$ cat src/rtl/sml_pkg.sv
// ----------------------------------------------------------------------------
// sml_pkg
// Shared constants, opcodes and controller/datapath interface types for the
// sorted list merge block.
// ----------------------------------------------------------------------------
package sml_pkg;

  localparam int LIST_DEPTH = 32;
  localparam int BUF_DEPTH  = 2 * LIST_DEPTH;

  localparam int DATA_W    = 32;
  localparam int OP_W      = 2;
  localparam int IDX_W     = (LIST_DEPTH > 1) ? $clog2(LIST_DEPTH) : 1;
  localparam int CNT_W     = $clog2(LIST_DEPTH + 1);
  localparam int BUF_IDX_W = $clog2(BUF_DEPTH);
  localparam int TOT_W     = $clog2(BUF_DEPTH + 1);

  localparam logic [OP_W-1:0] OP_LOAD_FIRST  = 2'd0;
  localparam logic [OP_W-1:0] OP_LOAD_SECOND = 2'd1;
  localparam logic [OP_W-1:0] OP_RUN         = 2'd2;

  // controller -> datapath
  typedef struct packed {
    logic load_first;
    logic load_second;
    logic run_start;
    logic fetch;
    logic merge_step;
    logic emit_step;
    logic clear;
  } cmd_t;

  // datapath -> controller
  typedef struct packed {
    logic total_zero;
    logic slot_last;
    logic emit_last;
  } status_t;

endpackage

$ cat src/rtl/sml_ram.sv
// ----------------------------------------------------------------------------
// sml_ram
// Generic simple dual-port RAM: one write port, one read port, registered read.
// ----------------------------------------------------------------------------
module sml_ram #(
  parameter int WIDTH = 32,
  parameter int DEPTH = 32
) (
  input  logic                                     clk,
  input  logic                                     we,
  input  logic [((DEPTH > 1) ? $clog2(DEPTH) : 1)-1:0] waddr,
  input  logic [WIDTH-1:0]                         wdata,
  input  logic                                     re,
  input  logic [((DEPTH > 1) ? $clog2(DEPTH) : 1)-1:0] raddr,
  output logic [WIDTH-1:0]                         rdata
);

  logic [WIDTH-1:0] mem [DEPTH];
  logic [WIDTH-1:0] rdata_r;

  always_ff @(posedge clk) begin
    if (we) begin
      mem[waddr] <= wdata;
    end
    if (re) begin
      rdata_r <= mem[raddr];
    end
  end

  assign rdata = rdata_r;

endmodule

$ cat src/rtl/sml_ctrl.sv
// ----------------------------------------------------------------------------
// sml_ctrl
// Sequencer for the merge: accepts loads and runs, steps the back-to-front
// merge (fetch, then compare/write) and the front-to-back emit.
// ----------------------------------------------------------------------------
module sml_ctrl (
  input  logic                     clk,
  input  logic                     rst_n,
  input  logic                     start,
  input  logic [sml_pkg::OP_W-1:0] in_op,
  input  sml_pkg::status_t         status,
  output sml_pkg::cmd_t            cmd,
  output logic                     busy
);

  localparam logic [1:0] ST_IDLE  = 2'd0;
  localparam logic [1:0] ST_FETCH = 2'd1;
  localparam logic [1:0] ST_MERGE = 2'd2;
  localparam logic [1:0] ST_EMIT  = 2'd3;

  logic [1:0] state_r;
  logic [1:0] state_nxt;

  always_ff @(posedge clk) begin
    if (!rst_n) begin
      state_r <= ST_IDLE;
    end else begin
      state_r <= state_nxt;
    end
  end

  always_comb begin
    state_nxt = state_r;
    cmd       = '0;
    unique case (state_r)
      ST_IDLE: begin
        if (start) begin
          unique case (in_op)
            sml_pkg::OP_LOAD_FIRST:  cmd.load_first  = 1'b1;
            sml_pkg::OP_LOAD_SECOND: cmd.load_second = 1'b1;
            sml_pkg::OP_RUN: begin
              cmd.run_start = 1'b1;
              if (status.total_zero) begin
                cmd.clear = 1'b1;
              end else begin
                state_nxt = ST_FETCH;
              end
            end
            default: ;
          endcase
        end
      end
      ST_FETCH: begin
        cmd.fetch = 1'b1;
        state_nxt = ST_MERGE;
      end
      ST_MERGE: begin
        cmd.merge_step = 1'b1;
        state_nxt = status.slot_last ? ST_EMIT : ST_FETCH;
      end
      ST_EMIT: begin
        cmd.emit_step = 1'b1;
        if (status.emit_last) begin
          cmd.clear = 1'b1;
          state_nxt = ST_IDLE;
        end
      end
      default: state_nxt = ST_IDLE;
    endcase
  end

  assign busy = (state_r != ST_IDLE);

endmodule

$ cat src/rtl/sml_dp.sv
// ----------------------------------------------------------------------------
// sml_dp
// Datapath: list memories with fill counts, merge comparator, merge buffer
// and the result register stage.
// ----------------------------------------------------------------------------
module sml_dp (
  input  logic                              clk,
  input  logic                              rst_n,
  input  sml_pkg::cmd_t                     cmd,
  input  logic signed [sml_pkg::DATA_W-1:0] in_value,
  output sml_pkg::status_t                  status,
  output logic                              out_valid,
  output logic signed [sml_pkg::DATA_W-1:0] out_merged_value,
  output logic                              out_last,
  output logic                              out_overflow
);

  localparam logic [sml_pkg::CNT_W-1:0] CNT_FULL = sml_pkg::CNT_W'(sml_pkg::LIST_DEPTH);

  logic [sml_pkg::CNT_W-1:0]     first_cnt_r, second_cnt_r;
  logic [sml_pkg::CNT_W-1:0]     left_first_r, left_second_r;
  logic [sml_pkg::TOT_W-1:0]     slot_r, total_r;
  logic [sml_pkg::BUF_IDX_W-1:0] emit_idx_r;
  logic                          dropped_r;
  logic                          out_valid_r, out_last_r, out_ovf_r;

  logic [sml_pkg::TOT_W-1:0]     count_sum;
  logic [sml_pkg::TOT_W-1:0]     slot_m1;
  logic [sml_pkg::TOT_W-1:0]     emit_next;
  logic [sml_pkg::CNT_W-1:0]     left_first_m1, left_second_m1;
  logic [sml_pkg::DATA_W-1:0]    first_q, second_q, buf_q, buf_wdata;
  logic                          first_we, second_we, take_second;

  assign count_sum      = sml_pkg::TOT_W'(first_cnt_r) + sml_pkg::TOT_W'(second_cnt_r);
  assign slot_m1        = slot_r - 1'b1;
  assign emit_next      = sml_pkg::TOT_W'(emit_idx_r) + 1'b1;
  assign left_first_m1  = left_first_r - 1'b1;
  assign left_second_m1 = left_second_r - 1'b1;

  assign first_we  = cmd.load_first  && (first_cnt_r  != CNT_FULL);
  assign second_we = cmd.load_second && (second_cnt_r != CNT_FULL);

  // back-to-front fill: larger tail goes to the highest open slot, second wins ties
  always_comb begin
    if (left_first_r == '0) begin
      take_second = 1'b1;
    end else if (left_second_r == '0) begin
      take_second = 1'b0;
    end else begin
      take_second = ($signed(first_q) <= $signed(second_q));
    end
    buf_wdata = take_second ? second_q : first_q;
  end

  sml_ram #(.WIDTH(sml_pkg::DATA_W), .DEPTH(sml_pkg::LIST_DEPTH)) u_first_ram (
    .clk   (clk),
    .we    (first_we),
    .waddr (first_cnt_r[sml_pkg::IDX_W-1:0]),
    .wdata (in_value),
    .re    (cmd.fetch),
    .raddr (left_first_m1[sml_pkg::IDX_W-1:0]),
    .rdata (first_q)
  );

  sml_ram #(.WIDTH(sml_pkg::DATA_W), .DEPTH(sml_pkg::LIST_DEPTH)) u_second_ram (
    .clk   (clk),
    .we    (second_we),
    .waddr (second_cnt_r[sml_pkg::IDX_W-1:0]),
    .wdata (in_value),
    .re    (cmd.fetch),
    .raddr (left_second_m1[sml_pkg::IDX_W-1:0]),
    .rdata (second_q)
  );

  sml_ram #(.WIDTH(sml_pkg::DATA_W), .DEPTH(sml_pkg::BUF_DEPTH)) u_buf_ram (
    .clk   (clk),
    .we    (cmd.merge_step),
    .waddr (slot_m1[sml_pkg::BUF_IDX_W-1:0]),
    .wdata (buf_wdata),
    .re    (cmd.emit_step),
    .raddr (emit_idx_r),
    .rdata (buf_q)
  );

  always_ff @(posedge clk) begin
    if (!rst_n) begin
      first_cnt_r  <= '0;
      second_cnt_r <= '0;
      dropped_r    <= 1'b0;
      out_valid_r  <= 1'b0;
    end else begin
      out_valid_r <= cmd.emit_step;
      if (first_we) begin
        first_cnt_r <= first_cnt_r + 1'b1;
      end
      if (second_we) begin
        second_cnt_r <= second_cnt_r + 1'b1;
      end
      if ((cmd.load_first && !first_we) || (cmd.load_second && !second_we)) begin
        dropped_r <= 1'b1;
      end
      if (cmd.clear) begin
        first_cnt_r  <= '0;
        second_cnt_r <= '0;
        dropped_r    <= 1'b0;
      end
    end
  end

  always_ff @(posedge clk) begin
    if (cmd.run_start) begin
      left_first_r  <= first_cnt_r;
      left_second_r <= second_cnt_r;
      slot_r        <= count_sum;
      total_r       <= count_sum;
      emit_idx_r    <= '0;
    end
    if (cmd.merge_step) begin
      slot_r <= slot_m1;
      if (take_second) begin
        left_second_r <= left_second_m1;
      end else begin
        left_first_r <= left_first_m1;
      end
    end
    if (cmd.emit_step) begin
      emit_idx_r <= emit_idx_r + 1'b1;
      out_last_r <= (emit_next == total_r);
      out_ovf_r  <= dropped_r;
    end
  end

  assign status.total_zero = (count_sum == '0);
  assign status.slot_last  = (slot_r == sml_pkg::TOT_W'(1));
  assign status.emit_last  = (emit_next == total_r);

  assign out_valid        = out_valid_r;
  assign out_merged_value = $signed(buf_q);
  assign out_last         = out_last_r;
  assign out_overflow     = out_ovf_r;

endmodule

$ cat src/rtl/sorted_list_merge.sv
// ----------------------------------------------------------------------------
// sorted_list_merge
// Merges two ascending lists of signed 32-bit values, first list wins ties.
// ----------------------------------------------------------------------------
// Usage:
//   Command channel: an item is taken on a rising edge with start high and
//   busy low. in_op selects load into the first list, load into the second
//   list, or run. Each list holds LIST_DEPTH entries; a load into a full list
//   is dropped and flagged through out_overflow on the next run's results.
//   A load does not raise busy, so loads may be issued every cycle.
//   A run over N = m + n stored elements keeps busy high while each element
//   gets a fetch/compare/write step against the registered-read list
//   memories and, after all merge steps, one read of the merge buffer.
//   Results come out one beat per cycle on out_valid once every element has
//   been merged, with out_last on the final beat. The last beat shows in the
//   cycle busy drops, so the next command can be taken then.
//   A run with both lists empty gives no beat and does not raise busy.
//   After every run the list counts and the overflow flag are cleared.
//   The receiver cannot stall; each beat is valid for exactly one cycle.
//   Reset (synchronous, active low) empties both lists and clears the flag.
// ----------------------------------------------------------------------------
module sorted_list_merge (
  input  logic                              clk,
  input  logic                              rst_n,
  input  logic                              start,
  output logic                              busy,
  input  logic [sml_pkg::OP_W-1:0]          in_op,
  input  logic signed [sml_pkg::DATA_W-1:0] in_value,
  output logic                              out_valid,
  output logic signed [sml_pkg::DATA_W-1:0] out_merged_value,
  output logic                              out_last,
  output logic                              out_overflow
);

  sml_pkg::cmd_t    cmd;
  sml_pkg::status_t status;

  sml_ctrl u_ctrl (
    .clk    (clk),
    .rst_n  (rst_n),
    .start  (start),
    .in_op  (in_op),
    .status (status),
    .cmd    (cmd),
    .busy   (busy)
  );

  sml_dp u_dp (
    .clk              (clk),
    .rst_n            (rst_n),
    .cmd              (cmd),
    .in_value         (in_value),
    .status           (status),
    .out_valid        (out_valid),
    .out_merged_value (out_merged_value),
    .out_last         (out_last),
    .out_overflow     (out_overflow)
  );

endmodule

$ cat config.mk
export PLATFORM = sky130hd
export DESIGN_NAME = sorted_list_merge
export DESIGN_NICKNAME = d
export VERILOG_FILES = /design/src/rtl/sml_pkg.sv /design/src/rtl/sml_ram.sv /design/src/rtl/sml_ctrl.sv /design/src/rtl/sml_dp.sv /design/src/rtl/sorted_list_merge.sv
export SDC_FILE = /design/constraint.sdc
export NUM_CORES = 2
export LEC_CHECK = 0
export BUFFER_PORTS_ARGS = -buffer_cell sky130_fd_sc_hd__buf_2
export CORE_MARGIN = 8
export CORE_UTILIZATION = 45
export DETAILED_ROUTE_END_ITERATION = 6
export PLACE_DENSITY = 0.69
export SYNTH_ARGS = -nofsm -noshare
export SYNTH_HDL_FRONTEND = slang
export SYNTH_SLANG_ARGS = --single-unit
$ cat constraint.sdc
create_clock -name clk -period 5.5 [get_ports clk]
set_clock_uncertainty 0.1 [all_clocks]
set_input_delay 0.825 -clock clk [delete_from_list [all_inputs] [get_ports clk]]
set_output_delay 0.825 -clock clk [all_outputs]
set_load 0.005 [all_outputs]
Word level (Yosys, flattened, before mapping) --
Memories as Yosys holds them, arrays and structs flattened. A register that Yosys moved wholly into a read port is not among the register bits. Cells that the tools add are included.
Operators by class: add/sub/neg operators 8, $mul 0, div/mod/pow operators 0, order comparisons 1, equality and inequality tests 13, shifts and indexed selects 0, mux-type cells 38, bitwise logic cells 1, reductions and logical operators 17
Operators by type and width (number):
- 6-bit two-way mux | 8
- 32-bit <= comparator | 1
- 32-bit two-way mux | 1
- 6-bit by 1-bit adder with 6-bit output, second input constant | 3
- 1-bit two-way mux | 18
- 7-bit two-way mux | 2
- 6-bit zero test | 2
- 6-bit != test, second input constant | 2
- 6-bit by 1-bit subtractor with 6-bit output, second input constant | 2
- 2-bit two-way mux | 5
- 2-bit != test, second input constant | 4
- 2-bit one-hot mux with 4 select lines | 1
- 6-bit by 1-bit adder with 7-bit output, second input constant | 1
- 6-bit by 6-bit adder with 7-bit output | 1
- 7-bit by 1-bit equality test with 1-bit output, second input constant | 1
- 7-bit equality test | 1
- 7-bit zero test | 1
- 7-bit by 1-bit subtractor with 7-bit output, second input constant | 1
- 2-bit equality test, second input constant | 3
- 3-bit two-way mux | 2
- 2-bit nonzero test | 3
- 2-bit by 1-bit equality test with 1-bit output, second input constant | 2
- 1-bit logical AND | 4
- 2-bit zero test | 2
- 6 further kinds | 7
Word-level totals: flip-flop bits (word level) 50, latch bits 0, memory bits (writable) 4096, ROM bits 0, bits of input ports 37, logic and storage cells 93, memories 3
Memory list:
- u_dp.u_buf_ram.mem | words 64, bits a word 32, read ports 1, clocked after Yosys merged registers in 1, write ports 1, line sml_ram.sv:18 | logic [WIDTH-1:0] mem [DEPTH];
- u_dp.u_first_ram.mem | words 32, bits a word 32, read ports 1, clocked after Yosys merged registers in 1, write ports 1, line sml_ram.sv:18
- u_dp.u_second_ram.mem | words 32, bits a word 32, read ports 1, clocked after Yosys merged registers in 1, write ports 1, line sml_ram.sv:18

Logic depth before layout (Yosys ltp) --
depth after elaboration 8, gate-level depth with buffers 14

Modules after synthesis --
Synthesis repeated with hierarchy kept, for this count alone.
Second synthesis, totals: cells, all modules 8324, area total of the unflattened synthesis 164585.4 um^2
By module, submodules not included:
- sml_ram at u_dp.u_first_ram ... | times used 2, cells an instance 2260, area each 40805.4 um^2, seq. area each 31710.4 um^2
- sml_ram at u_dp.u_buf_ram | times used 1, cells an instance 3324, area each 78835.6 um^2, seq. area each 62459.9 um^2
- sml_dp | times used 1, cells an instance 453, area each 3920.0 um^2, seq. area each 1181.1 um^2
- sml_ctrl | times used 1, cells an instance 27, area each 219.0 um^2, seq. area each 40.0 um^2

Least setup slack after synthesis --
Ideal clock, no wire load.
path type register to register, start register u_dp.left_first_r[0] (netlist bit), end memory u_dp.u_buf_ram.mem[0][31] (data pin), arrival time 4.972 ns, required time 4.698 ns, path slack -0.274 ns, cell stages (with the launch flop) 13, path buffers 4, period minus slack after synthesis 5.774 ns, path through dfxtp_1 buf_2 buf_2 buf_2 inv_1 ha_1 or3b_2 nor3_1 a21oi_1 o211ai_1 nand3_2 buf_2 o21ai_0
On the way: longest elaborated chain between the ends 3
Ends and longest elaborated chain:
- from (decl) | line sml_dp.sv:21 | logic [sml_pkg::CNT_W-1:0] left_first_r, left_second_r;
- from (signal assigned) | line sml_dp.sv:112 | left_first_r <= first_cnt_r;
- from (signal assigned) | line sml_dp.sv:123 | left_first_r <= left_first_m1;
- 6-bit zero test | line sml_dp.sv:45 | if (left_first_r == '0) begin
- 1-bit two-way mux | line sml_dp.sv:45
- 32-bit two-way mux | line sml_dp.sv:52 | buf_wdata = take_second ? second_q : first_q;
- named net u_dp.buf_wdata, one bit | line sml_dp.sv:31 | logic [sml_pkg::DATA_W-1:0] first_q, second_q, buf_q, buf_wdata;
- to (decl) | line sml_ram.sv:18
The timed path passes the listed nets, and every way through them passes these cells.

Worst setup path after layout --
start register u_dp.u_first_ram.rdata_r[16], in the netlist u_dp.u_first_ram.rdata[16] (read register of u_dp.u_first_ram.mem), end memory u_dp.u_buf_ram.mem[31][3] (data pin)
On the way: longest elaborated chain between the ends 4
Ends and longest elaborated chain:
- from (decl) | line sml_ram.sv:19 | logic [WIDTH-1:0] rdata_r;
- 32-bit <= comparator | line sml_dp.sv:50 | take_second = ($signed(first_q) <= $signed(second_q));
- 1-bit two-way mux | line sml_dp.sv:47 | end else if (left_second_r == '0) begin
- 1-bit two-way mux | line sml_dp.sv:45
- 32-bit two-way mux | line sml_dp.sv:52
- named net u_dp.buf_wdata, one bit | line sml_dp.sv:31
The timed path passes the listed nets, and every way through them passes these cells.

==> run summary <==
============================================================================================
EDFF count, synth                                                                       4214
Length of the first detailed-routing pass in iterations                                    6
Number of placement rows                                                                 221
Yosys warns                                                                                0
Run status                                                                         completed
Latest clock arrival within the worst-skew pair                                      0.97 ns
CTS clk-pin slew, worst paths                                                        0.06 ns
Share of synthesized flip-flops with an asynchronous set or reset                         0%
Share of power burned in combinational logic                                            3.9%
R2r setup slk                                                                        1.01 ns
Total vias in the final route                                                          80900
Number of instances resized during post-cts repair                                         0
Global Route Usage Sum                                                                 21.7%
Core footprint                                                                   0.362 sq mm
Number of buffers inserted to repair setup after CTS                                       0
Half-perimeter wire length after placement                                         232000 um
Most common cell after layout, fill and taps aside                                  edfxtp_1
Layout Nets                                                                             7885
Via count of the first global-routing pass                                             80400
Path type of the worst setup path                                               flop to flop
Initial antenna violation count                                                           24
Total grt overflow                                                                         0
X dimension of the die                                                                618 um
Overall Power                                                                       66000 uW
Fraction of synthesized cell area in xor and xnor cells                               0.191%
Placed Cells                                                                           12200
Cell chosen for the clock root                                                     clkbuf_16
Synthesis-to-finish area growth                                                        13.7%
Mean area per synthesized cell                                                    22.0 sq um
Instance count of the mapped netlist                                                    7400
Count of buffers from port buffering                                                      72
Worst setup path startpoint                                                     u_dp.u_first_ram.rdata[16]
Highest-count cells in the layout ignoring fill and taps                        edfxtp_1, mux4_2, mux2i_1, clkbuf_16
Peak fanout along the critical path                                                       64
Max Clock Freq                                                                     0.223 GHz
Worst Setup End Kind                                                                    flop
Clock power share                                                                      41.8%
Transition time at the pin with the least slew margin                                1.33 ns
Number of top-level pins                                                                  73
End of the worst register-to-register path                                      u_dp.u_buf_ram.mem[31][3]
Sw frac                                                                                21.0%
Area enclosed by the die boundary                                                0.382 sq mm
Switching power of the nets                                                         13900 uW
Leakage power figure                                                               0.0572 uW
Power Dens Cells                                                                 356 mW/mm^2
Routed wire per std cell                                                             32.9 um
Multiplexer share of the synthesized area                                              16.2%
Reg-to-reg critical path startpoint                                             u_dp.u_first_ram.rdata[16]
Number of clock sinks seen by CTS                                                       4242
Total CTS buffers                                                                        411
Main combinational cell family by area after synthesis                          multiplexers
Wire length of the first global-routing pass                                       598000 um
Remaining routing DRC violations                                                           0
Min cycle time layout                                                                4.49 ns
Deepest level of the CTS H-tree                                                            5
Required time reported for the critical path endpoint                                6.02 ns
Relative slew slack                                                                    11.2%
Final period utilization                                                               81.7%
Fraction of the mapped netlist area in compound gates                                  2.84%
Post-synthesis sequential area ratio                                                   77.9%
Data arrival time of the worst path                                                  5.01 ns
Primary FF master, synth                                                            edfxtp_1
Post-route antenna net violation count                                                     0
Synth unique cells                                                                        67
Unrepaired setup endpoints after global routing                                        false
Element type at the critical path start                                                 flop
Routability cong.                                                                      0.862
Number of synthesized register bits                                                     4242
Internal portion of total power                                                     52200 uW
Utilization after layout                                                               51.3%
Final standard cell count with taps included and fillers excluded                      12900
Die height                                                                            618 um
Final setup violation count                                                                0
Fraction of layout cells with a size suffix above 1                                    26.1%
Worst ir drop on vdd                                                              0.000297 V
Vias per Instance                                                                       6.26
Total wirelength of the detailed-routed design                                     425000 um
Timing endpoint of the critical path                                            u_dp.u_buf_ram.mem[31][3]
Pin count of the biggest net entering global routing                                     109
DRT iter0 DRCs                                                                         10400
Total count of hold-check failures in the final report                                     0
TritonCTS clock tree                                                                     yes
Cts hold-fix bufs                                                                          0
Part of the total power dissipated in sequential elements                              54.3%
Basic-gate share of the synthesized area counting and, or, nand and nor cells          1.26%
Initial Utilization                                                                    45.1%
Number of pins with negative max-slew slack in the final report                            0
Worst min path class                                                            input port to flop
Number of buffers on the longest clock path                                                4
Worst Reg-to-Reg Cells                                                                    11
Post-Synthesis Cell Area                                                         0.163 sq mm
Number of nets in the synthesized netlist                                               7493
Fraction of the mapped netlist area in adder cells                                    0.434%
Max-Cap Viols                                                                              0
============================================================================================
-- sequential cells by signal, summed over array words and instances (netlist names), 2 cells and up --
name                     cells
u_ctrl.state_r               2
u_dp.emit_idx_r              6
u_dp.first_cnt_r             6
u_dp.left_first_r            6
u_dp.left_second_r           6
u_dp.second_cnt_r            6
u_dp.slot_r                  7
u_dp.total_r                 7
u_dp.u_buf_ram.mem        2048
u_dp.u_buf_ram.rdata        32
u_dp.u_first_ram.mem      1024
u_dp.u_first_ram.rdata      32
u_dp.u_second_ram.mem     1024
u_dp.u_second_ram.rdata     32
-- cell families after synthesis --
kind of cell	after synthesis
flops	4242
xor+xnor	34
simple gates	465
mux	1473
buf+inv	451
fa+ha+maj	56
compound gates	679
-- synth_stat cells (all sizes together) (5+ instances only) --
cell type  number  area share [%]
buf           194            0.60
clkbuf        202            0.46
mux4          924              13
ha             55            0.42
nand3          11           0.037
nor2          228            0.53
a31oi           6           0.023
nand4          14           0.063
or3             6           0.023
xor2           12           0.064
edfxtp       4214              78
o21ai          53            0.16
o22ai         115            0.44
or3b            5           0.027
xnor2          21            0.11
nor3           70            0.21
a21oi         207            0.64
o221ai        235             1.3
o21a            5           0.023
dfxtp          28            0.34
nand2         102            0.23
inv            54            0.12
nand3b          5           0.023
a211oi         33            0.15
mux2i         484             3.0
mux2           65            0.45
-- worst min path at each step --
| stage | startpoint | endpoint | slack, ns | cells past startpoint |
|---|---|---|---|---|
| global route | rst_n | u_ctrl.state_r[0] | 0.09 | 3 |
| floorplan | u_dp.dropped_r | u_dp.out_overflow | 0.31 | 0 |
| global placement | u_dp.dropped_r | u_dp.out_overflow | 0.33 | 0 |
| detailed placement | u_dp.dropped_r | u_dp.out_overflow | 0.34 | 0 |
| finish | rst_n | u_ctrl.state_r[0] | 0.12 | 3 |
| CTS | rst_n | u_ctrl.state_r[0] | 0.04 | 3 |
-- metrics by stage --
step / TNS (ns) / hold WS (ns) / area, sq um / worst slack [ns]
3_5_place_dp: 0 / 0.343 / 172000 / 1.17
3_3_place_gp: 0 / 0.331 / 172000 / 1.24
6_report: 0 / 0.121 / 185000 / 1.01
2_1_floorplan: -497.36 / 0.309 / 163000 / -0.259
5_1_grt: 0 / 0.0863 / 185000 / 0.920
4_1_cts: 0 / 0.0400 / 185000 / 1.09
-- area by class of cell --
cell class	instances	area, sq um
sequential	4242	127000
antenna	7	17.5
inverter	55	219
tap	4794	6000
timing repair buffer	375	3490
fill	27600	176000
clock inverter	253	2430
multi-input combinational	2707	35500
clock buffer	502	10700
-- power by group through the flow --
stage	clock (uW)	combinational (uW)	sequential [uW]
detailed placement	0	2550	36600
floorplan	0	1250	36600
global route	29100	2680	35900
finish	27600	2560	35900
CTS	27900	2560	35900
global placement	0	2490	36600
-- metal layers --
metal  part of all wire [%]  global-route usage [%]  vias up
met5                  0.012                       0        -
met4                    3.8                    7.67        8
met3                    9.8                    4.38      801
met2                     48                    34.9     4729
met1                     38                    29.6    43100
li1                       -                       -    32300
-- critical path: stages (launching register included) --
cell and delay [ns]:
edfxtp_1 0.68, ha_1 0.33, a21oi_1 0.16, o21ai_0 0.15
a22oi_1 0.21, o211ai_1 0.25, or4b_4 0.59, nand3_4 0.22
buf_4 0.49, nand2_1 0.21, o21ai_4 0.10, buf_4 0.56
Note: power is estimated with default switching activity, not from simulation.
